File: src/sv/scis_pkg.sv
`default_nettype none

package scis_pkg;

	// configuration register indexes
	localparam int CFG_IDX_W = 1;
	localparam logic [CFG_IDX_W-1:0] REG_MAX_READY_TRIES = 1'b0;
	localparam logic [CFG_IDX_W-1:0] REG_READY_ARGUMENT  = 1'b1;

	localparam logic [7:0]  MAX_READY_TRIES_RST = 8'd50;
	localparam logic [31:0] READY_ARGUMENT_RST  = 32'h40ff8000;

	// operation codes on the status channel
	localparam logic OP_START    = 1'b0;
	localparam logic OP_COMPLETE = 1'b1;

	// response patterns
	localparam logic [31:0] OCR_READY_V1  = 32'h80ff8000;
	localparam logic [31:0] OCR_READY_V2  = 32'hc0ff8000;
	localparam logic [3:0]  CUR_STATE_IDENT = 4'd2;
	localparam logic [3:0]  CUR_STATE_STBY  = 4'd3;

	// command numbers and fixed arguments
	localparam logic [5:0] CMD_GO_IDLE     = 6'd0;
	localparam logic [5:0] CMD_ALL_CID     = 6'd2;
	localparam logic [5:0] CMD_SEND_RCA    = 6'd3;
	localparam logic [5:0] ACMD_BUS_WIDTH  = 6'd6;
	localparam logic [5:0] CMD_SELECT      = 6'd7;
	localparam logic [5:0] CMD_IF_COND     = 6'd8;
	localparam logic [5:0] CMD_SEND_CSD    = 6'd9;
	localparam logic [5:0] ACMD_SEND_OCR   = 6'd41;
	localparam logic [5:0] CMD_APP         = 6'd55;
	localparam logic [31:0] IF_COND_ARG    = 32'h000001aa;
	localparam logic [31:0] BUS_4BIT_ARG   = 32'h00000002;

	localparam logic [1:0] VER_UNKNOWN = 2'd0;
	localparam logic [1:0] VER_SD_V1   = 2'd1;
	localparam logic [1:0] VER_SD_V2   = 2'd2;

	// classified status item, as held in the queue
	typedef struct packed {
		logic        op;
		logic        failed;
		logic        ocr_v1;
		logic        ocr_v2;
		logic        st_ident;
		logic        st_stby;
		logic [15:0] rca;
		logic [32:0] csd_blocks;
		logic        csd_bad;
	} entry_t;

	// queue head as seen by the back end
	typedef struct packed {
		logic   valid;
		entry_t entry;
	} head_t;

	typedef struct packed {
		logic        cmd_valid;
		logic [5:0]  cmd_index;
		logic [31:0] cmd_argument;
		logic        expect_response;
		logic        long_response;
		logic        delay_first;
		logic        init_done;
		logic        init_failed;
		logic [1:0]  card_version;
		logic [15:0] card_address;
		logic [32:0] block_count;
		logic        capacity_error;
	} result_t;

endpackage

`default_nettype wire

File: src/sv/scis_if.sv
`default_nettype none

interface scis_status_if;
	logic        valid;
	logic        ready;
	logic        operation;
	logic        response_seen;
	logic        timed_out;
	logic        crc_failed;
	logic        sent_done;
	logic [31:0] resp_word0;
	logic [31:0] resp_word1;
	logic [31:0] resp_word2;
	logic [31:0] resp_word3;

	modport source (output valid, operation, response_seen, timed_out, crc_failed,
		sent_done, resp_word0, resp_word1, resp_word2, resp_word3, input ready);
	modport sink (input valid, operation, response_seen, timed_out, crc_failed,
		sent_done, resp_word0, resp_word1, resp_word2, resp_word3, output ready);
endinterface

interface scis_command_if;
	logic        valid;
	logic        ready;
	logic        cmd_valid;
	logic [5:0]  cmd_index;
	logic [31:0] cmd_argument;
	logic        expect_response;
	logic        long_response;
	logic        delay_first;
	logic        init_done;
	logic        init_failed;
	logic [1:0]  card_version;
	logic [15:0] card_address;
	logic [32:0] block_count;
	logic        capacity_error;

	modport source (output valid, cmd_valid, cmd_index, cmd_argument, expect_response,
		long_response, delay_first, init_done, init_failed, card_version, card_address,
		block_count, capacity_error, input ready);
	modport sink (input valid, cmd_valid, cmd_index, cmd_argument, expect_response,
		long_response, delay_first, init_done, init_failed, card_version, card_address,
		block_count, capacity_error, output ready);
endinterface

interface scis_cfg_if;
	logic        valid;
	logic        ready;
	logic [0:0]  index;
	logic [31:0] data;

	modport source (output valid, index, data, input ready);
	modport sink (input valid, index, data, output ready);
endinterface

`default_nettype wire

File: src/sv/scis_front.sv
`default_nettype none

module scis_front (
	scis_status_if.sink      status,
	input  logic             full,
	output logic             push,
	output scis_pkg::entry_t entry
);
	import scis_pkg::*;

	logic [1:0]  csd_struct;
	logic [11:0] m0;
	logic [12:0] m0_p1;
	logic [4:0]  shift_sum;
	logic [21:0] m1;
	logic [22:0] m1_p1;

	assign status.ready = !full;
	assign push         = status.valid && !full;

	assign csd_struct = status.resp_word0[31:30];
	assign m0         = {status.resp_word1[9:0], status.resp_word2[31:30]};
	assign m0_p1      = {1'b0, m0} + 13'd1;
	assign shift_sum  = {2'b00, status.resp_word2[17:15]} + {1'b0, status.resp_word1[19:16]};
	assign m1         = {status.resp_word1[5:0], status.resp_word2[31:16]};
	assign m1_p1      = {1'b0, m1} + 23'd1;

	always_comb begin
		entry.op       = status.operation;
		entry.failed   = status.timed_out;
		entry.ocr_v1   = status.resp_word0 == OCR_READY_V1;
		entry.ocr_v2   = status.resp_word0 == OCR_READY_V2;
		entry.st_ident = status.resp_word0[12:9] == CUR_STATE_IDENT;
		entry.st_stby  = status.resp_word0[12:9] == CUR_STATE_STBY;
		entry.rca      = status.resp_word0[31:16];
		entry.csd_bad  = 1'b0;
		unique case (csd_struct)
			2'd0: begin
				// count = (C_SIZE+1) * 2^(C_SIZE_MULT+2+READ_BL_LEN) / 512
				if (shift_sum >= 5'd7) begin
					entry.csd_blocks = {20'd0, m0_p1} << (shift_sum - 5'd7);
				end else begin
					entry.csd_blocks = {20'd0, m0_p1} >> (5'd7 - shift_sum);
				end
			end
			2'd1: begin
				entry.csd_blocks = {m1_p1, 10'd0};
			end
			default: begin
				entry.csd_blocks = '0;
				entry.csd_bad    = 1'b1;
			end
		endcase
	end

endmodule

`default_nettype wire

File: src/sv/scis_queue.sv
`default_nettype none

module scis_queue #(
	parameter int DEPTH = 4
) (
	input  logic                         clk,
	input  logic                         arst_n,
	input  logic                         push,
	input  scis_pkg::entry_t             push_entry,
	input  logic                         pop,
	output scis_pkg::head_t              head,
	output logic                         full,
	output logic [$clog2(DEPTH+1)-1:0]   level
);
	import scis_pkg::*;

	localparam int PTR_W = $clog2(DEPTH);
	localparam int LVL_W = $clog2(DEPTH+1);

	entry_t             slots_q [DEPTH];
	logic [PTR_W-1:0]   wr_ptr_q;
	logic [PTR_W-1:0]   rd_ptr_q;
	logic [LVL_W-1:0]   level_q;
	logic               do_pop;

	assign full       = level_q == LVL_W'(DEPTH);
	assign level      = level_q;
	assign head.valid = level_q != '0;
	assign head.entry = slots_q[rd_ptr_q];
	assign do_pop     = pop && head.valid;

	always_ff @(posedge clk) begin
		if (push) begin
			slots_q[wr_ptr_q] <= push_entry;
		end
	end

	always_ff @(posedge clk or negedge arst_n) begin
		if (!arst_n) begin
			wr_ptr_q <= '0;
			rd_ptr_q <= '0;
			level_q  <= '0;
		end else begin
			if (push) begin
				wr_ptr_q <= (wr_ptr_q == PTR_W'(DEPTH-1)) ? '0 : wr_ptr_q + PTR_W'(1);
			end
			if (do_pop) begin
				rd_ptr_q <= (rd_ptr_q == PTR_W'(DEPTH-1)) ? '0 : rd_ptr_q + PTR_W'(1);
			end
			if (push && !do_pop) begin
				level_q <= level_q + LVL_W'(1);
			end else if (do_pop && !push) begin
				level_q <= level_q - LVL_W'(1);
			end
		end
	end

endmodule

`default_nettype wire

File: src/sv/scis_back.sv
`default_nettype none

module scis_back (
	input  logic                  clk,
	input  logic                  arst_n,
	input  logic [7:0]            max_ready_tries,
	input  logic [31:0]           ready_argument,
	input  scis_pkg::head_t       head,
	output logic                  pop,
	scis_command_if.source        command
);
	import scis_pkg::*;

	localparam logic [3:0] PH_IDLE    = 4'd0;
	localparam logic [3:0] PH_CMD0    = 4'd1;
	localparam logic [3:0] PH_CMD8    = 4'd2;
	localparam logic [3:0] PH_APP_OCR = 4'd3;
	localparam logic [3:0] PH_ACMD41  = 4'd4;
	localparam logic [3:0] PH_CMD2    = 4'd5;
	localparam logic [3:0] PH_CMD3    = 4'd6;
	localparam logic [3:0] PH_CMD9    = 4'd7;
	localparam logic [3:0] PH_CMD7    = 4'd8;
	localparam logic [3:0] PH_APP_BUS = 4'd9;
	localparam logic [3:0] PH_ACMD6   = 4'd10;
	localparam logic [3:0] PH_DONE    = 4'd11;
	localparam logic [3:0] PH_FAILED  = 4'd12;

	logic [3:0]  phase_q,   phase_d;
	logic [7:0]  tries_q,   tries_d;
	logic [15:0] rca_q,     rca_d;
	logic [1:0]  ver_q,     ver_d;
	logic [32:0] blocks_q,  blocks_d;
	logic        csd_bad_q, csd_bad_d;
	logic        out_valid_q;
	result_t     rsp_q, rsp_d;
	entry_t      e;

	assign e   = head.entry;
	assign pop = head.valid && (!out_valid_q || command.ready);

	always_comb begin
		logic [7:0] limit;
		logic [7:0] tries_inc;
		limit     = (max_ready_tries == 8'd0) ? 8'd1 : max_ready_tries;
		tries_inc = tries_q + 8'd1;

		phase_d   = phase_q;
		tries_d   = tries_q;
		rca_d     = rca_q;
		ver_d     = ver_q;
		blocks_d  = blocks_q;
		csd_bad_d = csd_bad_q;
		rsp_d     = '0;

		if (e.op == OP_START) begin
			phase_d         = PH_CMD0;
			tries_d         = '0;
			rca_d           = '0;
			ver_d           = VER_UNKNOWN;
			blocks_d        = '0;
			csd_bad_d       = 1'b0;
			rsp_d.cmd_valid = 1'b1;
			rsp_d.cmd_index = CMD_GO_IDLE;
		end else begin
			unique case (phase_q)
				PH_CMD0: begin
					phase_d               = PH_CMD8;
					rsp_d.cmd_valid       = 1'b1;
					rsp_d.cmd_index       = CMD_IF_COND;
					rsp_d.cmd_argument    = IF_COND_ARG;
					rsp_d.expect_response = 1'b1;
				end
				PH_CMD8: begin
					phase_d               = PH_APP_OCR;
					rsp_d.cmd_valid       = 1'b1;
					rsp_d.cmd_index       = CMD_APP;
					rsp_d.cmd_argument    = {rca_q, 16'd0};
					rsp_d.expect_response = 1'b1;
				end
				PH_APP_OCR: begin
					phase_d               = PH_ACMD41;
					rsp_d.cmd_valid       = 1'b1;
					rsp_d.cmd_index       = ACMD_SEND_OCR;
					rsp_d.cmd_argument    = ready_argument;
					rsp_d.expect_response = 1'b1;
				end
				PH_ACMD41: begin
					if (!e.failed && e.ocr_v1) begin
						ver_d = VER_SD_V1;
					end else if (!e.failed && e.ocr_v2) begin
						ver_d = VER_SD_V2;
					end
					if (ver_d != VER_UNKNOWN) begin
						phase_d               = PH_CMD2;
						rsp_d.cmd_valid       = 1'b1;
						rsp_d.cmd_index       = CMD_ALL_CID;
						rsp_d.expect_response = 1'b1;
						rsp_d.long_response   = 1'b1;
					end else begin
						tries_d = tries_inc;
						if (tries_inc >= limit) begin
							phase_d = PH_FAILED;
						end else begin
							phase_d               = PH_APP_OCR;
							rsp_d.cmd_valid       = 1'b1;
							rsp_d.cmd_index       = CMD_APP;
							rsp_d.cmd_argument    = {rca_q, 16'd0};
							rsp_d.expect_response = 1'b1;
							rsp_d.delay_first     = 1'b1;
						end
					end
				end
				PH_CMD2: begin
					rsp_d.cmd_valid       = 1'b1;
					rsp_d.expect_response = 1'b1;
					if (e.failed) begin
						rsp_d.cmd_index     = CMD_ALL_CID;
						rsp_d.long_response = 1'b1;
					end else begin
						phase_d         = PH_CMD3;
						rsp_d.cmd_index = CMD_SEND_RCA;
					end
				end
				PH_CMD3: begin
					rsp_d.cmd_valid       = 1'b1;
					rsp_d.expect_response = 1'b1;
					if (e.failed || !e.st_ident) begin
						rsp_d.cmd_index = CMD_SEND_RCA;
					end else begin
						rca_d               = e.rca;
						phase_d             = PH_CMD9;
						rsp_d.cmd_index     = CMD_SEND_CSD;
						rsp_d.cmd_argument  = {e.rca, 16'd0};
						rsp_d.long_response = 1'b1;
					end
				end
				PH_CMD9: begin
					rsp_d.cmd_valid       = 1'b1;
					rsp_d.expect_response = 1'b1;
					rsp_d.cmd_argument    = {rca_q, 16'd0};
					if (e.failed) begin
						rsp_d.cmd_index     = CMD_SEND_CSD;
						rsp_d.long_response = 1'b1;
					end else begin
						blocks_d        = e.csd_blocks;
						csd_bad_d       = e.csd_bad;
						phase_d         = PH_CMD7;
						rsp_d.cmd_index = CMD_SELECT;
					end
				end
				PH_CMD7: begin
					rsp_d.cmd_valid       = 1'b1;
					rsp_d.expect_response = 1'b1;
					rsp_d.cmd_argument    = {rca_q, 16'd0};
					if (e.failed || !e.st_stby) begin
						rsp_d.cmd_index = CMD_SELECT;
					end else begin
						phase_d           = PH_APP_BUS;
						rsp_d.cmd_index   = CMD_APP;
						rsp_d.delay_first = 1'b1;
					end
				end
				PH_APP_BUS: begin
					phase_d               = PH_ACMD6;
					rsp_d.cmd_valid       = 1'b1;
					rsp_d.cmd_index       = ACMD_BUS_WIDTH;
					rsp_d.cmd_argument    = BUS_4BIT_ARG;
					rsp_d.expect_response = 1'b1;
				end
				PH_ACMD6: begin
					if (e.failed) begin
						phase_d               = PH_APP_BUS;
						rsp_d.cmd_valid       = 1'b1;
						rsp_d.cmd_index       = CMD_APP;
						rsp_d.cmd_argument    = {rca_q, 16'd0};
						rsp_d.expect_response = 1'b1;
					end else begin
						phase_d = PH_DONE;
					end
				end
				default: begin
					// idle, done, failed, unused codes: hold
				end
			endcase
		end

		rsp_d.init_done      = phase_d == PH_DONE;
		rsp_d.init_failed    = phase_d == PH_FAILED;
		rsp_d.card_version   = ver_d;
		rsp_d.card_address   = rca_d;
		rsp_d.block_count    = blocks_d;
		rsp_d.capacity_error = csd_bad_d;
	end

	always_ff @(posedge clk or negedge arst_n) begin
		if (!arst_n) begin
			phase_q     <= PH_IDLE;
			tries_q     <= '0;
			rca_q       <= '0;
			ver_q       <= VER_UNKNOWN;
			blocks_q    <= '0;
			csd_bad_q   <= 1'b0;
			out_valid_q <= 1'b0;
		end else begin
			if (pop) begin
				phase_q     <= phase_d;
				tries_q     <= tries_d;
				rca_q       <= rca_d;
				ver_q       <= ver_d;
				blocks_q    <= blocks_d;
				csd_bad_q   <= csd_bad_d;
				out_valid_q <= 1'b1;
			end else if (command.ready) begin
				out_valid_q <= 1'b0;
			end
		end
	end

	always_ff @(posedge clk) begin
		if (pop) begin
			rsp_q <= rsp_d;
		end
	end

	assign command.valid           = out_valid_q;
	assign command.cmd_valid       = rsp_q.cmd_valid;
	assign command.cmd_index       = rsp_q.cmd_index;
	assign command.cmd_argument    = rsp_q.cmd_argument;
	assign command.expect_response = rsp_q.expect_response;
	assign command.long_response   = rsp_q.long_response;
	assign command.delay_first     = rsp_q.delay_first;
	assign command.init_done       = rsp_q.init_done;
	assign command.init_failed     = rsp_q.init_failed;
	assign command.card_version    = rsp_q.card_version;
	assign command.card_address    = rsp_q.card_address;
	assign command.block_count     = rsp_q.block_count;
	assign command.capacity_error  = rsp_q.capacity_error;

endmodule

`default_nettype wire

File: src/sv/sd_card_init_sequencer_top.sv
// SD card initialization sequencer.
//
// status (sink): one item per controller event. operation = start clears all
//   kept state and issues CMD0; operation = complete closes the outstanding
//   command (timed_out marks it failed) and yields the next one:
//   CMD8, CMD55/ACMD41 until ready or out of tries, CMD2, CMD3, CMD9, CMD7,
//   CMD55, ACMD6.
// command (source): exactly one item per status item, in order. cmd_valid = 0
//   means nothing to issue; init_done / init_failed, card_version,
//   card_address, block_count and capacity_error always show the kept state.
// cfg (sink): always ready; index 0 = max_ready_tries, 1 = ready_argument.
//   Write only while no status item is in flight.
// Path: an accepted status item goes into the queue, then into the back
//   end's output register and onto the command channel. Throughput: one item
//   per cycle while command is not held, set by the single back-end state update.
// Stall: while command is held, status items fill the QUEUE_DEPTH-entry queue
//   and status.ready drops when it is full.
// Reset: queue empty, no command pending, phase idle, registers to defaults.

`default_nettype none

module sd_card_init_sequencer_top #(
	parameter int QUEUE_DEPTH = 4
) (
	input  logic            clk,
	input  logic            arst_n,
	scis_status_if.sink     status,
	scis_command_if.source  command,
	scis_cfg_if.sink        cfg
);
	import scis_pkg::*;

	logic [7:0]  max_tries_q;
	logic [31:0] ready_arg_q;

	logic                             push;
	entry_t                           push_entry;
	logic                             q_full;
	logic                             pop;
	head_t                            head;
	logic [$clog2(QUEUE_DEPTH+1)-1:0] q_level;

	// config registers
	assign cfg.ready = 1'b1;

	always_ff @(posedge clk or negedge arst_n) begin
		if (!arst_n) begin
			max_tries_q <= MAX_READY_TRIES_RST;
			ready_arg_q <= READY_ARGUMENT_RST;
		end else if (cfg.valid) begin
			case (cfg.index)
				REG_MAX_READY_TRIES: max_tries_q <= cfg.data[7:0];
				REG_READY_ARGUMENT:  ready_arg_q <= cfg.data;
				default: ;
			endcase
		end
	end

	// front: accept and classify, CSD decode
	scis_front u_front (
		.status (status),
		.full   (q_full),
		.push   (push),
		.entry  (push_entry)
	);

	scis_queue #(
		.DEPTH (QUEUE_DEPTH)
	) u_queue (
		.clk        (clk),
		.arst_n     (arst_n),
		.push       (push),
		.push_entry (push_entry),
		.pop        (pop),
		.head       (head),
		.full       (q_full),
		.level      (q_level)
	);

	// back: phase sequencer + output register
	scis_back u_back (
		.clk             (clk),
		.arst_n          (arst_n),
		.max_ready_tries (max_tries_q),
		.ready_argument  (ready_arg_q),
		.head            (head),
		.pop             (pop),
		.command         (command)
	);

	// queue never overfills
	a_level_bound: assert property (@(posedge clk) disable iff (!arst_n)
		q_level <= ($clog2(QUEUE_DEPTH+1))'(QUEUE_DEPTH))
		else $error("queue level above depth");

	// a pop always lands in the output register
	a_pop_shows: assert property (@(posedge clk) disable iff (!arst_n)
		pop |=> command.valid)
		else $error("popped item not presented");

	a_done_fail_excl: assert property (@(posedge clk) disable iff (!arst_n)
		command.valid |-> !(command.init_done && command.init_failed))
		else $error("done and failed together");

	a_done_has_version: assert property (@(posedge clk) disable iff (!arst_n)
		command.valid && command.init_done |-> command.card_version != VER_UNKNOWN)
		else $error("done without card version");

	a_bad_csd_zero: assert property (@(posedge clk) disable iff (!arst_n)
		command.valid && command.capacity_error |-> command.block_count == '0)
		else $error("bad CSD with nonzero count");

endmodule

`default_nettype wire

File: src/flat_wrapper.sv
// flat-port wrapper written by rule: the top's interface ports become plain ports
module sd_card_init_sequencer_top_flat import scis_pkg::*;
#(
	parameter int QUEUE_DEPTH = 4
)
  (clk, arst_n, status_valid, status_operation, status_response_seen, status_timed_out, status_crc_failed, status_sent_done, status_resp_word0, status_resp_word1, status_resp_word2, status_resp_word3, status_ready, command_valid, command_cmd_valid, command_cmd_index, command_cmd_argument, command_expect_response, command_long_response, command_delay_first, command_init_done, command_init_failed, command_card_version, command_card_address, command_block_count, command_capacity_error, command_ready, cfg_valid, cfg_index, cfg_data, cfg_ready);
  scis_status_if status_i ();
  scis_command_if command_i ();
  scis_cfg_if cfg_i ();
  input  logic clk;
  input  logic arst_n;
  input wire logic [$bits(status_i.valid)-1:0] status_valid;
  input wire logic [$bits(status_i.operation)-1:0] status_operation;
  input wire logic [$bits(status_i.response_seen)-1:0] status_response_seen;
  input wire logic [$bits(status_i.timed_out)-1:0] status_timed_out;
  input wire logic [$bits(status_i.crc_failed)-1:0] status_crc_failed;
  input wire logic [$bits(status_i.sent_done)-1:0] status_sent_done;
  input wire logic [$bits(status_i.resp_word0)-1:0] status_resp_word0;
  input wire logic [$bits(status_i.resp_word1)-1:0] status_resp_word1;
  input wire logic [$bits(status_i.resp_word2)-1:0] status_resp_word2;
  input wire logic [$bits(status_i.resp_word3)-1:0] status_resp_word3;
  output wire logic [$bits(status_i.ready)-1:0] status_ready;
  output wire logic [$bits(command_i.valid)-1:0] command_valid;
  output wire logic [$bits(command_i.cmd_valid)-1:0] command_cmd_valid;
  output wire logic [$bits(command_i.cmd_index)-1:0] command_cmd_index;
  output wire logic [$bits(command_i.cmd_argument)-1:0] command_cmd_argument;
  output wire logic [$bits(command_i.expect_response)-1:0] command_expect_response;
  output wire logic [$bits(command_i.long_response)-1:0] command_long_response;
  output wire logic [$bits(command_i.delay_first)-1:0] command_delay_first;
  output wire logic [$bits(command_i.init_done)-1:0] command_init_done;
  output wire logic [$bits(command_i.init_failed)-1:0] command_init_failed;
  output wire logic [$bits(command_i.card_version)-1:0] command_card_version;
  output wire logic [$bits(command_i.card_address)-1:0] command_card_address;
  output wire logic [$bits(command_i.block_count)-1:0] command_block_count;
  output wire logic [$bits(command_i.capacity_error)-1:0] command_capacity_error;
  input wire logic [$bits(command_i.ready)-1:0] command_ready;
  input wire logic [$bits(cfg_i.valid)-1:0] cfg_valid;
  input wire logic [$bits(cfg_i.index)-1:0] cfg_index;
  input wire logic [$bits(cfg_i.data)-1:0] cfg_data;
  output wire logic [$bits(cfg_i.ready)-1:0] cfg_ready;
  assign status_i.valid = status_valid;
  assign status_i.operation = status_operation;
  assign status_i.response_seen = status_response_seen;
  assign status_i.timed_out = status_timed_out;
  assign status_i.crc_failed = status_crc_failed;
  assign status_i.sent_done = status_sent_done;
  assign status_i.resp_word0 = status_resp_word0;
  assign status_i.resp_word1 = status_resp_word1;
  assign status_i.resp_word2 = status_resp_word2;
  assign status_i.resp_word3 = status_resp_word3;
  assign status_ready = status_i.ready;
  assign command_valid = command_i.valid;
  assign command_cmd_valid = command_i.cmd_valid;
  assign command_cmd_index = command_i.cmd_index;
  assign command_cmd_argument = command_i.cmd_argument;
  assign command_expect_response = command_i.expect_response;
  assign command_long_response = command_i.long_response;
  assign command_delay_first = command_i.delay_first;
  assign command_init_done = command_i.init_done;
  assign command_init_failed = command_i.init_failed;
  assign command_card_version = command_i.card_version;
  assign command_card_address = command_i.card_address;
  assign command_block_count = command_i.block_count;
  assign command_capacity_error = command_i.capacity_error;
  assign command_i.ready = command_ready;
  assign cfg_i.valid = cfg_valid;
  assign cfg_i.index = cfg_index;
  assign cfg_i.data = cfg_data;
  assign cfg_ready = cfg_i.ready;
  sd_card_init_sequencer_top #(.QUEUE_DEPTH(QUEUE_DEPTH)) u_core (.clk(clk), .arst_n(arst_n), .status(status_i), .command(command_i), .cfg(cfg_i));
endmodule
File: config.mk
export PLATFORM = sky130hd
export DESIGN_NAME = sd_card_init_sequencer_top_flat
export DESIGN_NICKNAME = d
export VERILOG_FILES = /design/src/sv/scis_pkg.sv /design/src/sv/scis_if.sv /design/src/sv/scis_front.sv /design/src/sv/scis_queue.sv /design/src/sv/scis_back.sv /design/src/sv/sd_card_init_sequencer_top.sv /design/src/flat_wrapper.sv
export SDC_FILE = /design/constraint.sdc
export NUM_CORES = 1
export LEC_CHECK = 0
export ABC_AREA = 1
export BUFFER_PORTS_ARGS = -buffer_cell sky130_fd_sc_hd__buf_2
export CAP_MARGIN = 20
export CORE_UTILIZATION = 50
export DETAILED_ROUTE_END_ITERATION = 8
export GPL_TIMING_DRIVEN = 0
export PLACE_DENSITY = 0.71
export SLEW_MARGIN = 20
export SYNTH_ARGS = -nofsm -noshare
export SYNTH_HDL_FRONTEND = slang
export SYNTH_SLANG_ARGS = --single-unit
export TNS_END_PERCENT = 50
File: constraint.sdc
create_clock -name clk -period 4.8 [get_ports clk]
set_input_delay 0.96 -clock clk [delete_from_list [all_inputs] [get_ports clk]]
set_output_delay 0.96 -clock clk [all_outputs]
set_load 0.03 [all_outputs]
Word-level counts from Yosys, hierarchy flattened

Memory sizes are Yosys's and may differ from the RTL's.
Cells that the tools add are included.

Bits in latches: 0
RAM bits: 224
Bits in registers: 208
ROM bits: 0
Logic and storage cells: 152
Memories kept: 1
Bits of input ports: 171

Memories:

| memory                 | depth | width | read ports | clocked after memory_dff | write ports | RTL line         | RTL |
|---|---|---|---|---|---|---|---|
| u_core.u_queue.slots_q | 4     | 56    | 1          | 0                        | 1           | scis_queue.sv:20 | `entry_t slots_q [DEPTH];` |

Mux-type cells: 60
Div/mod/pow operators: 0
Reduce and logical (&&, ||, !) cells: 30
Bitwise logic cells: 1
Add/subtract/negate cells: 10
Magnitude comparators: 2
Multipliers: 0
Eq/ne operators: 22
Shifts and indexed selects: 2

Operators by type and width:

| cell                                           | number |
|---|---|
| one-hot mux 32 bit (7 select lines)            | 1 |
| two-way mux 33 bit                             | 4 |
| two-way mux 40 bit                             | 2 |
| one-hot mux 7 bit (10 select lines)            | 1 |
| one-hot mux 33 bit (2 select lines)            | 1 |
| == test 32 bit (second input constant)         | 2 |
| two-way mux 32 bit                             | 2 |
| two-way mux 16 bit                             | 3 |
| one-hot mux 4 bit (10 select lines)            | 1 |
| two-way mux 4 bit                              | 9 |
| << shifter 13 x 5 -> 33 bit                    | 1 |
| right shift 13 x 5 -> 33 bit                   | 1 |
| two-way mux 8 bit                              | 4 |
| adder 22 x 1 -> 23 bit (second input constant) | 1 |
| == test 4 bit (second input constant)          | 5 |
| two-way mux 2 bit                              | 9 |
| == test 4 x 2 -> 1 bit (second input constant) | 4 |
| == test 4 x 3 -> 1 bit (second input constant) | 4 |
| two-way mux 1 bit                              | 16 |
| adder 12 x 1 -> 13 bit (second input constant) | 1 |
| adder 8 x 1 -> 8 bit (second input constant)   | 1 |
| >= comparator 8 bit                            | 1 |
| zero test 8 bit                                | 1 |
| OR reduction 8 bit                             | 1 |
| 29 further kinds                               | 51 |

Logic depth before layout (Yosys ltp)

Gate-level depths: netlist of run 1.
An unclocked memory read counts as a cell.

Depth after elaboration: 12
Depth in mapped cells: 18
Mapped depth without buffers: 17

Cells and area by module

From an unflattened synthesis of run 1, not the netlist that was laid out.

Cell total of the unflattened synthesis: 2271
Area total of the unflattened synthesis: 21768.4 µm²

Modules (own cells, without submodules):

| module                     | instances | area an instance (µm²) | cells an instance | seq. area each (µm²) |
|---|---|---|---|---|
| scis_queue                 | 1         | 9664.3                 | 708               | 6901.6 |
| scis_back                  | 1         | 7474.7                 | 786               | 4509.3 |
| scis_front                 | 1         | 2907.8                 | 600               | 0.0 |
| sd_card_init_sequencer_top | 1         | 1721.7                 | 177               | 1017.2 |

Worst setup path before layout of run 1

No wires, ideal clock.

Path type: input to register
Start point: input command_ready
End point: register u_core.u_back.rsp_q (netlist bit u_core.u_back.command.block_count[0]), enable pin
Data arrival time: 4.403 ns
Slack: -0.100 ns
Stages: 4
Cells stage by stage: nor2_1 -> a31oi_1 -> clkbuf_1 -> buf_1

Cells in the longest elaborated chain, start to end: 2

RTL lines:

| element              | RTL line                         | RTL |
|---|---|---|
| from (decl)          | flat_wrapper.sv:36               | `input wire logic [$bits(command_i.ready)-1:0] command_ready;` |
| logical OR 1 bit     | scis_back.sv:39                  | `assign pop = head.valid && (!out_valid_q \|\| command.ready);` |
| logical AND 1 bit    | scis_back.sv:39                  |  |
| net u_core.pop       | sd_card_init_sequencer_top.sv:39 | `logic pop;` |
| to (signal assigned) | scis_back.sv:221                 | `rsp_q <= rsp_d;` |
| to (decl)            | scis_back.sv:35                  | `result_t rsp_q, rsp_d;` |

The timed path passes the listed nets, and every way through them passes these cells.
A chain may end at the register's enable or synchronous reset.

==> run metrics, run 1 <==
design area=23800 um2; Pre-antenna DRT Iters=5; CP arrival=3870 ps; RSZ-0062 raised after global routing=false; Die Y=~200 um; die area=41800 um2; CTS tree=built; Achievable Freq=0.276 GHz; leakage power=0.0100 uW; Max-Cap Viols=0; Synth Area in XOR/XNOR=0.00721; mapped cell area=around 20000 um2; fin crit period=3620 ps; area grow syn2layout=16.2%; Register-to-Register Path Depth=10; GRT Total Usage=0.263; fill cell count=3319; Detail Route Antenna Nets=0; Yosys cell types=57; Clock Sinks=432; cell taking the most area after synthesis=edfxtp_1; share of the yosys chip area belonging to registers=0.607; Crit Path Class=primary input to flop; VDD IR max=275 uV; Top FF cell, synth=edfxtp_1; syn nets=2262; area of the multi-input gates=6960 um2; Skew-Pair Late Insertion Delay=570 ps; post-layout util=0.594; Post-DP Area=22400 um2; Final Setup Violations=0; Root Buffer=clkbuf_16; register area=between 10000 and 15000 um2; largest family of logic cells by synthesized area=simple AND/OR/NAND/NOR gates; first-pass GRT wire length=84800 um; Max Slew Vio Count=0; drt wl/cell=between 15 and 20 um; core area=~40000 um2; Post-Syn Area per Cell=9.91 um2; Final Skew=about 23 ps; # DRC=0; Post-synth EDFFs=320; Syn. warnings=0; Port Buffers=200; Startpoint Class=primary input; IO Pins=270; Cells after Synth=2067; Slew @ Worst Pin=1010 ps; GR Overflow Total=0; largest net degree at the start of global routing=86; Slew HR=0.324; depth of the CTS H-tree=2; Adder-Cell Fraction of Synth Area=0.0154; CTS max path bufs=3; WP data required=5050 ps; Post-Synth Simple-Gate Area=0.183; Rows=73; pwr/cell area=583 nW/um2; ratio of cells with drive above 1 in the final layout=0.177; Final GP Congestion=0.968; Iter 0 DRT Violations=roughly 1700; post-cts sizing count=0; synthesized flop and latch total=432; vias per cell=5.62; Compound-Gate Fraction of Synth Area=0.118; initial core utilization=0.511; setup bufs post-CTS=0; CTS clk-pin slew, worst paths=60 ps; Die W=204 um; top-area cell type share of the netlist area=0.469; top post-synthesis cells by area=edfxtp_1 (47%), dfrtp_1 (12%), nand2_1 (8.8%); final WL=55000 um; initial antenna violation count=1; Vias=16200; DP HPWL=40500 um; CTS buffer count=43; Fin. Hold Viols=0; Post-synth ARST share=0.259; status=completed; CP Max Fanout=10; endpoint class of the critical path=flop; post-synthesis mux area share=0.0142; Final Net Count=2517; Hold-fix buffers, CTS=0; final worst path period share=0.755; vias in the first global route=between 15000 and 20000; worst hold path class=primary input to asynchronous set/reset pin
## path summary, 6_finish.rpt
| check | start | end | slack (ps) |
|---|---|---|---|
| worst max-delay path | status_resp_word2[15] | u_core.u_queue.slots_q[0][18] | 1180 |
| worst min register to register | u_core.max_tries_q[6] | u_core.max_tries_q[6] | 490 |
| worst max register to register | u_core.u_queue.level[0] | u_core.u_queue.level[2] | 1630 |
| min in group clk | u_core.max_tries_q[6] | u_core.max_tries_q[6] | 490 |
| worst min-delay path | arst_n | u_core.u_back.blocks_q[17] | 350 |
| max in group asynchronous | arst_n | u_core.ready_arg_q[16] | 3690 |
## layout make-up
| type | count | area share |
|---|---|---|
| multi-input combinational | 1367 | 0.292 |
| clock buffer | 68 | 0.0509 |
| sequential | 432 | 0.522 |
| tap | 525 | 0.0276 |
| inverter | 172 | 0.0272 |
| antenna | 1 | 0.000105 |
| buffer | 96 | 0.0208 |
| timing repair buffer | 210 | 0.0523 |
| clock inverter | 10 | 0.00688 |
## metal layers
| layer | share of wire | vias to the layer above | track usage |
|---|---|---|---|
| li1 | - | 7647 | - |
| met4 | 0.025 | 0 | 0.0744 |
| met5 | 0 | - | 0 |
| met3 | 0.059 | 90 | 0.0252 |
| met2 | 0.47 | 654 | 0.417 |
| met1 | 0.45 | 7798 | 0.385 |
## cell families after synthesis
logic type,after synthesis
AND/OR/NAND/NOR,872
XOR/XNOR,13
flip-flops,432
AO/OA/AOI/OAI,431
other,1
multiplexers,26
adder cells (fa/ha/maj),24
buffers and inverters,268
## sequential cells by signal (all words and copies together), names as in the netlist, 16 cells and up
signal                              flops
u_core.u_back.command.block_count      33
u_core.u_back.blocks_q                 33
u_core.u_back.command.card_address     16
u_core.ready_arg_q                     32
u_core.u_back.command.cmd_argument     32
u_core.u_queue.slots_q                224
u_core.u_back.rca_q                    16
## cells in the final DEF, fill, tap and decap left out, types with 6 or more instances in the layout
cell type,Yosys,routed
a21oi_1,100,100
a21oi_2,14,14
a22oi_1,32,32
a31oi_1,6,6
buf_1,10,9
buf_2,32,231
buf_6,10,12
clkbuf_1,41,63
clkbuf_16,0,44
dfrtp_1,99,99
dfstp_2,13,13
edfxtp_1,320,320
ha_1,22,22
inv_1,161,161
inv_2,8,8
mux2_2,24,24
nand2_1,480,480
nand2_2,9,9
nand3_1,132,132
nand4_1,21,21
nor2_1,175,171
nor2_2,8,8
nor2_4,2,6
nor3_1,14,14
nor4_1,6,6
o211ai_1,9,9
o21ai_0,205,205
o21ai_1,13,13
o22ai_1,39,39
or2_2,6,6
xor2_1,9,9
## where the power goes
part           internal (uW)  total (uW)  switching [uW]
clock                   1860        3260            1400
combinational           1430        5300            3860
sequential              5030        5320             290
## metrics by stage
step,worst slack (ps),power [uW],std cells,hold slack [ps],setup TNS (ps)
floorplan,73.9,8800,2067,453,0
global placement,-1790,10500,2792,476,-396440
detailed placement,706,10600,2802,481,0
CTS,1280,13900,2880,363,0
global route,1090,14600,2881,380,0
finish,1180,13900,2881,350,0
## synthesized netlist by cell type (all sizes together) (13+ instances only)
library cell	number
edfxtp	320
o21ai	221
inv	170
dfstp	13
mux2	24
o22ai	39
nand2	494
nor3	14
nand4	22
a22oi	32
buf	55
ha	22
a21oi	115
nor2	187
clkbuf	41
nand3	135
dfrtp	99
## critical path: stages
cell and delay, ps:
buf_2 100, ha_1 220, fa_1 520, ha_1 330, clkbuf_1 320, clkbuf_1 430, nand2_1 150, nand3_1 140
a21oi_1 80, o21ai_0 380, nand2_1 250
Note: power is estimated with default switching activity, not from simulation.
==> run 2: changes to the inputs <==
- ABC_AREA: 1 -> 0
- clock period: 4.8 -> 3.5 ns (I/O delays scaled with it)
==> run 2 against run 1 <==
Clock skew grew 8.9 ps. Highest routed layer unchanged. First-iteration DRC count is 21% lower. Total power is 29% higher. Critical endpoint is now u_core.u_queue.slots_q[1][15]. Area after synthesis is 1.1% higher. Die area up 1.1%. Sequential power grew 35%. Critical path type unchanged. Wire length down 1.8%.
==> run metrics, run 2 <==
VDD IR max=just over 400 uV; die area=42200 um2; leakage power=0.00910 uW; Vias=between 10000 and 15000; Final Net Count=2132; drt wl/cell=21.6 um; cell taking the most area after synthesis=edfxtp_1; Rows=74; CP Depth=13; synthesized flop and latch total=432; Final GP Congestion=0.942; cell family with most CP delay=adder cells; Register-to-Register Path Depth=11; critical path, cell by cell=buf_2 -> ha_1 -> fa_1 -> ha_2 -> clkbuf_4 -> buf_2 -> nor2_1 -> a22oi_1 -> nand2_1 -> nor3_1 -> o22ai_2 -> mux2i_1 -> a22o_1; CP Max Fanout=10; Skew-Pair Late Insertion Delay=560 ps; Root Buffer=clkbuf_16; Pre-antenna DRT Iters=5; Fin. Hold Viols=0; Placed Cells=between 2000 and 2500; Final Setup Violations=0; Worst Hold Slack=69.9 ps; top-area cell type share of the netlist area=0.464; depth of the CTS H-tree=2; Die Y=206 um; ratio of cells with drive above 1 in the final layout=0.249; worst r2r src=u_core.u_queue.level[2]; commonest non-fill, non-tap cells in the layout=edfxtp_1 (320), nand2_1 (303), buf_2 (223); CTS tree=built; worst reg-to-reg setup slack=about 170 ps; GRT Total Usage=0.260; CP arrival=3710 ps; Hold-fix buffers, CTS=0; share of the yosys chip area belonging to registers=0.600; WP data required=3870 ps; Yosys cell types=90; CTS max path bufs=3; Startpoint Class=primary input; Achievable Freq=0.299 GHz; worst hold path class=primary input to asynchronous set/reset pin; Worst path most repeated cell=buf_2; final WL=54100 um; Max Slew Vio Count=0; Post-synth ARST share=0.259; final worst path period share=0.956; Syn. warnings=0; core area=slightly above 40000 um2; vias in the first global route=14600; Synth top cells by count=edfxtp_1 (320), nand2_1 (304), a21oi_1 (117); Post-Syn Area per Cell=12.2 um2; syn nets=about 1900; fin crit period=3340 ps; Cells after Synth=~1700; Slew HR=0.288; CP peak stage delay=470 ps; largest net degree at the start of global routing=81; pwr/cell area=743 nW/um2; Detail Route Antenna Nets=0; Crit Path Class=primary input to flop; Iter 0 DRT Violations=around 1300; CTS buffer count=between 40 and 50; first-pass GRT wire length=roughly 84000 um; Slew @ Worst Pin=approximately 1100 ps; most common cell in the netlist=edfxtp_1; CTS clk-pin slew, worst paths=60 ps; status=completed; # DRC=0; initial core utilization=0.507; initial antenna violation count=1; top post-synthesis cells by area=edfxtp_1 (46%), dfrtp_1 (12%), mux4_2 (6.2%); IO Pins=270; Critical-path top delay cell=fa_1; GR Overflow Total=0; mapped cell area=between 20000 and 25000 um2; Layout Cells excl Fill=2502; DP HPWL=39100 um; Clock Sinks=432; RSZ-0062 raised after global routing=true; leading cell type in the layout, fill and taps excluded=edfxtp_1; Die W=roughly 210 um; area grow syn2layout=16.3%; Port Buffers=196; worst r2r dst=u_core.u_queue.level[2]; Top FF cell, synth=edfxtp_1; Largest register FFs=224; endpoint class of the critical path=flop; Max-Cap Viols=0; Post-synth EDFFs=between 300 and 400; Final Skew=32.2 ps; vias per cell=5.95; Biggest register=u_core.u_queue.slots_q; worst path bufs/invs=3
run 2: metrics by stage:
stage	setup slack (ps)	instance area, um2	total power (uW)	setup TNS, ps	util
4_1_cts	-9.94	24000	17900	-73.7	0.587
2_1_floorplan	70.1	20700	11400	0	-
6_report	155	24100	17900	0	0.590
3_3_place_gp	-1050	22400	13300	-129560	0.548
5_1_grt	-62.1	24100	18700	-62.1	0.590
3_5_place_dp	-1090	22500	13400	-92290	0.552
run 2: cell type report:
| class | instances | area [um2] |
|---|---|---|
| sequential | 432 | 12400 |
| tap | 532 | 666 |
| buffer | 103 | 499 |
| antenna | 1 | 2.50 |
| clock inverter | 21 | 230 |
| timing repair buffer | 204 | 1140 |
| clock buffer | 55 | 1120 |
| multi-input combinational | 1127 | 7900 |
| inverter | 27 | 101 |
| fill | 3265 | 16700 |
run 2: worst max-delay path by stage:
stage	start	slack [ps]	end
finish	status_resp_word2[15]	160	u_core.u_queue.slots_q[1][15]
global route	u_core.u_queue.level[1]	-60	u_core.u_queue.level[2]
CTS	status_resp_word2[15]	-10	u_core.u_queue.slots_q[2][3]
detailed placement	status_resp_word2[15]	-1090	u_core.u_queue.slots_q[3][29]
global placement	status_resp_word2[15]	-1050	u_core.u_queue.slots_q[0][29]
floorplan	status_resp_word2[15]	70	u_core.u_queue.slots_q[0][29]
run 2: what timing repair did:
item                       4_1_cts  5_1_grt
setup endpoints to repair       96      125
cloned                           0        0
setup buffers                    0        2
resized for setup               21       36
pin swaps                        0        2
run 2: cells by family after synthesis:
| kind of cell | Yosys count | share of synthesized area |
|---|---|---|
| AO/OA/AOI/OAI | 344 | 0.108 |
| AND/OR/NAND/NOR | 598 | 0.135 |
| adder cells (fa/ha/maj) | 24 | 0.0152 |
| buffers and inverters | 132 | 0.0283 |
| XOR/XNOR | 46 | 0.0211 |
| multiplexers | 114 | 0.0921 |
| flip-flops | 432 | 0.600 |
| other | 1 | 0.000181 |
run 2: power breakdown:
group	switching (uW)	internal [uW]
registers	346	6820
clock network	1870	2570
logic	4200	2080
total	6420	11500
run 2: metal layers:
metal  vias up  GRT usage  wire (um)
li1       6806          -          -
met1      7414      0.362      23000
met2       569      0.419      26000
met3       105     0.0326       3430
met4         0     0.0921       1680
met5         -          0          0
==> run 3: changes to the inputs <==
==> constraint.sdc (replaced) <==
create_clock -name clk -period 3.5 [get_ports clk]
set_input_delay 0.875 -clock clk [delete_from_list [all_inputs] [get_ports clk]]
set_output_delay 0.875 -clock clk [all_outputs]
set_load 0.03 [all_outputs]
==> run 3 against run 2 <==
Worst hold slack improved by 180 ps. Die area is the same. Largest power group unchanged. Register-to-register slack improved by 90 ps. Non-clock buffer count is 1 higher. Sequential power hardly changed. First-iteration DRC count shrank 7.5%. Design area increased by 0.53%. Combinational power grew 1%. Total power grew 0.39%. Critical path depth stayed put.
==> run metrics, run 3 (synthesis results as in run 2) <==
DP HPWL=39100 um; core area=40800 um2; Clock Sinks=432; Rows=74; GRT Total Usage=0.260; RSZ-0062 raised after global routing=true; CTS max path bufs=3; CTS clk-pin slew, worst paths=around 60 ps; CTS tree=built; die area=42200 um2; fin crit period=3450 ps; cell family with most CP delay=compound AO/OA/AOI/OAI gates; Skew-Pair Late Insertion Delay=560 ps; # DRC=0; CTS buffer count=42; initial antenna violation count=2; ratio of cells with drive above 1 in the final layout=0.258; final worst path period share=0.986; initial core utilization=0.507; GR Overflow Total=0; Port Buffers=196; area grow syn2layout=16.9%; status=completed; IO Pins=270; Startpoint Class=primary input; depth of the CTS H-tree=2; first-pass GRT wire length=84400 um; leakage power=0.00913 uW; Crit Path Class=primary input to flop; critical path, cell by cell=clkbuf_4 -> ha_1 -> a21o_2 -> a21oi_4 -> xnor2_2 -> inv_2 -> ha_1 -> o21a_1 -> o21a_2 -> or4_4 -> nor3_1 -> a31oi_1 -> o21ai_2; worst path bufs/invs=2; commonest non-fill, non-tap cells in the layout=edfxtp_1 (320), nand2_1 (303), buf_2 (222); Final Setup Violations=0; Register-to-Register Path Depth=12; Achievable Freq=0.290 GHz; VDD IR max=407 uV; final WL=approximately 54000 um; CP peak stage delay=590 ps; vias per cell=5.96; pwr/cell area=about 740 nW/um2; CP arrival=around 3800 ps; Final Skew=31.1 ps; Largest register FFs=224; Biggest register=u_core.u_queue.slots_q; Critical-path top delay cell=or4_4; Max Slew Vio Count=0; fill cell count=3259; Pwr Total=approximately 18000 uW; WP data required=3830 ps; Hold-fix buffers, CTS=0; Iter 0 DRT Violations=1235; drt wl/cell=21.7 um; Die Y=206 um; largest net degree at the start of global routing=81; leading cell type in the layout, fill and taps excluded=edfxtp_1; CP Max Fanout=7; Final GP Congestion=0.942; Detail Route Antenna Nets=0; Slew HR=0.274; Max-Cap Viols=0; CP Depth=13; Slew @ Worst Pin=around 1100 ps; worst hold path class=primary input to asynchronous set/reset pin; Die W=206 um; Root Buffer=clkbuf_16; design area=between 20000 and 25000 um2; Post-DP Area=22500 um2; Fin. Hold Viols=0; Pre-antenna DRT Iters=6; Worst path most repeated cell=ha_1; Vias=14900; Final Net Count=2133; endpoint class of the critical path=flop; vias in the first global route=14700
[run 3: final cells by class]
class / instances / area (um2) / area share
antenna: 2 / 5.00 / 0.000207
timing repair buffer: 205 / 1150 / 0.0474
clock buffer: 55 / 1120 / 0.0463
clock inverter: 21 / 230 / 0.00951
multi-input combinational: 1127 / 8010 / 0.331
tap: 532 / 666 / 0.0275
buffer: 103 / 504 / 0.0208
sequential: 432 / 12400 / 0.513
inverter: 27 / 101 / 0.00419
[run 3: path summary, 6_finish.rpt]
kind | endpoint | from | slack (ps)
max in group asynchronous | u_core.max_tries_q[5] | arst_n | 2500
max reg2reg | u_core.u_back.command.cmd_argument[26] | u_core.u_back.tries_q[0] | 260
min reg2reg | u_core.u_back.blocks_q[7] | u_core.u_back.blocks_q[7] | 480
min | u_core.ready_arg_q[31] | arst_n | 250
min in group clk | u_core.u_back.blocks_q[7] | u_core.u_back.blocks_q[7] | 480
max | u_core.u_queue.slots_q[3][26] | status_resp_word2[16] | 50
[run 3: power breakdown]
group          switching [uW]  internal, uW  leakage [uW]
registers                 347          6820       0.00448
logic                    4240          2110       0.00399
clock network            1880          2570      0.000665
[run 3: timing repair]
item,4_1_cts,5_1_grt
setup endpoints to repair,125,118
pin swaps,3,5
hold endpoints to repair,0,0
gates resized for setup,45,39
buffers inserted,1,2
[run 3: through the flow]
stage           util  TNS [ps]  cells  setup WS [ps]  hold slack (ps)
2_1_floorplan      -     -2210   1691           -105              446
3_3_place_gp   0.548   -210530   2419          -1220              457
3_5_place_dp   0.552   -115740   2425          -1270              463
4_1_cts        0.589     -38.7   2500          -9.85              247
5_1_grt        0.593      -172   2504          -34.2              264
6_report       0.593         0   2504           48.5              246
[run 3: per-layer routing]
metal | global-route usage | vias up | wire [um]
met5 | 0 | - | 0
met4 | 0.0923 | 0 | 1610
met3 | 0.0329 | 97 | 3270
met2 | 0.421 | 543 | 26200
met1 | 0.363 | 7480 | 23400
li1 | - | 6812 | -
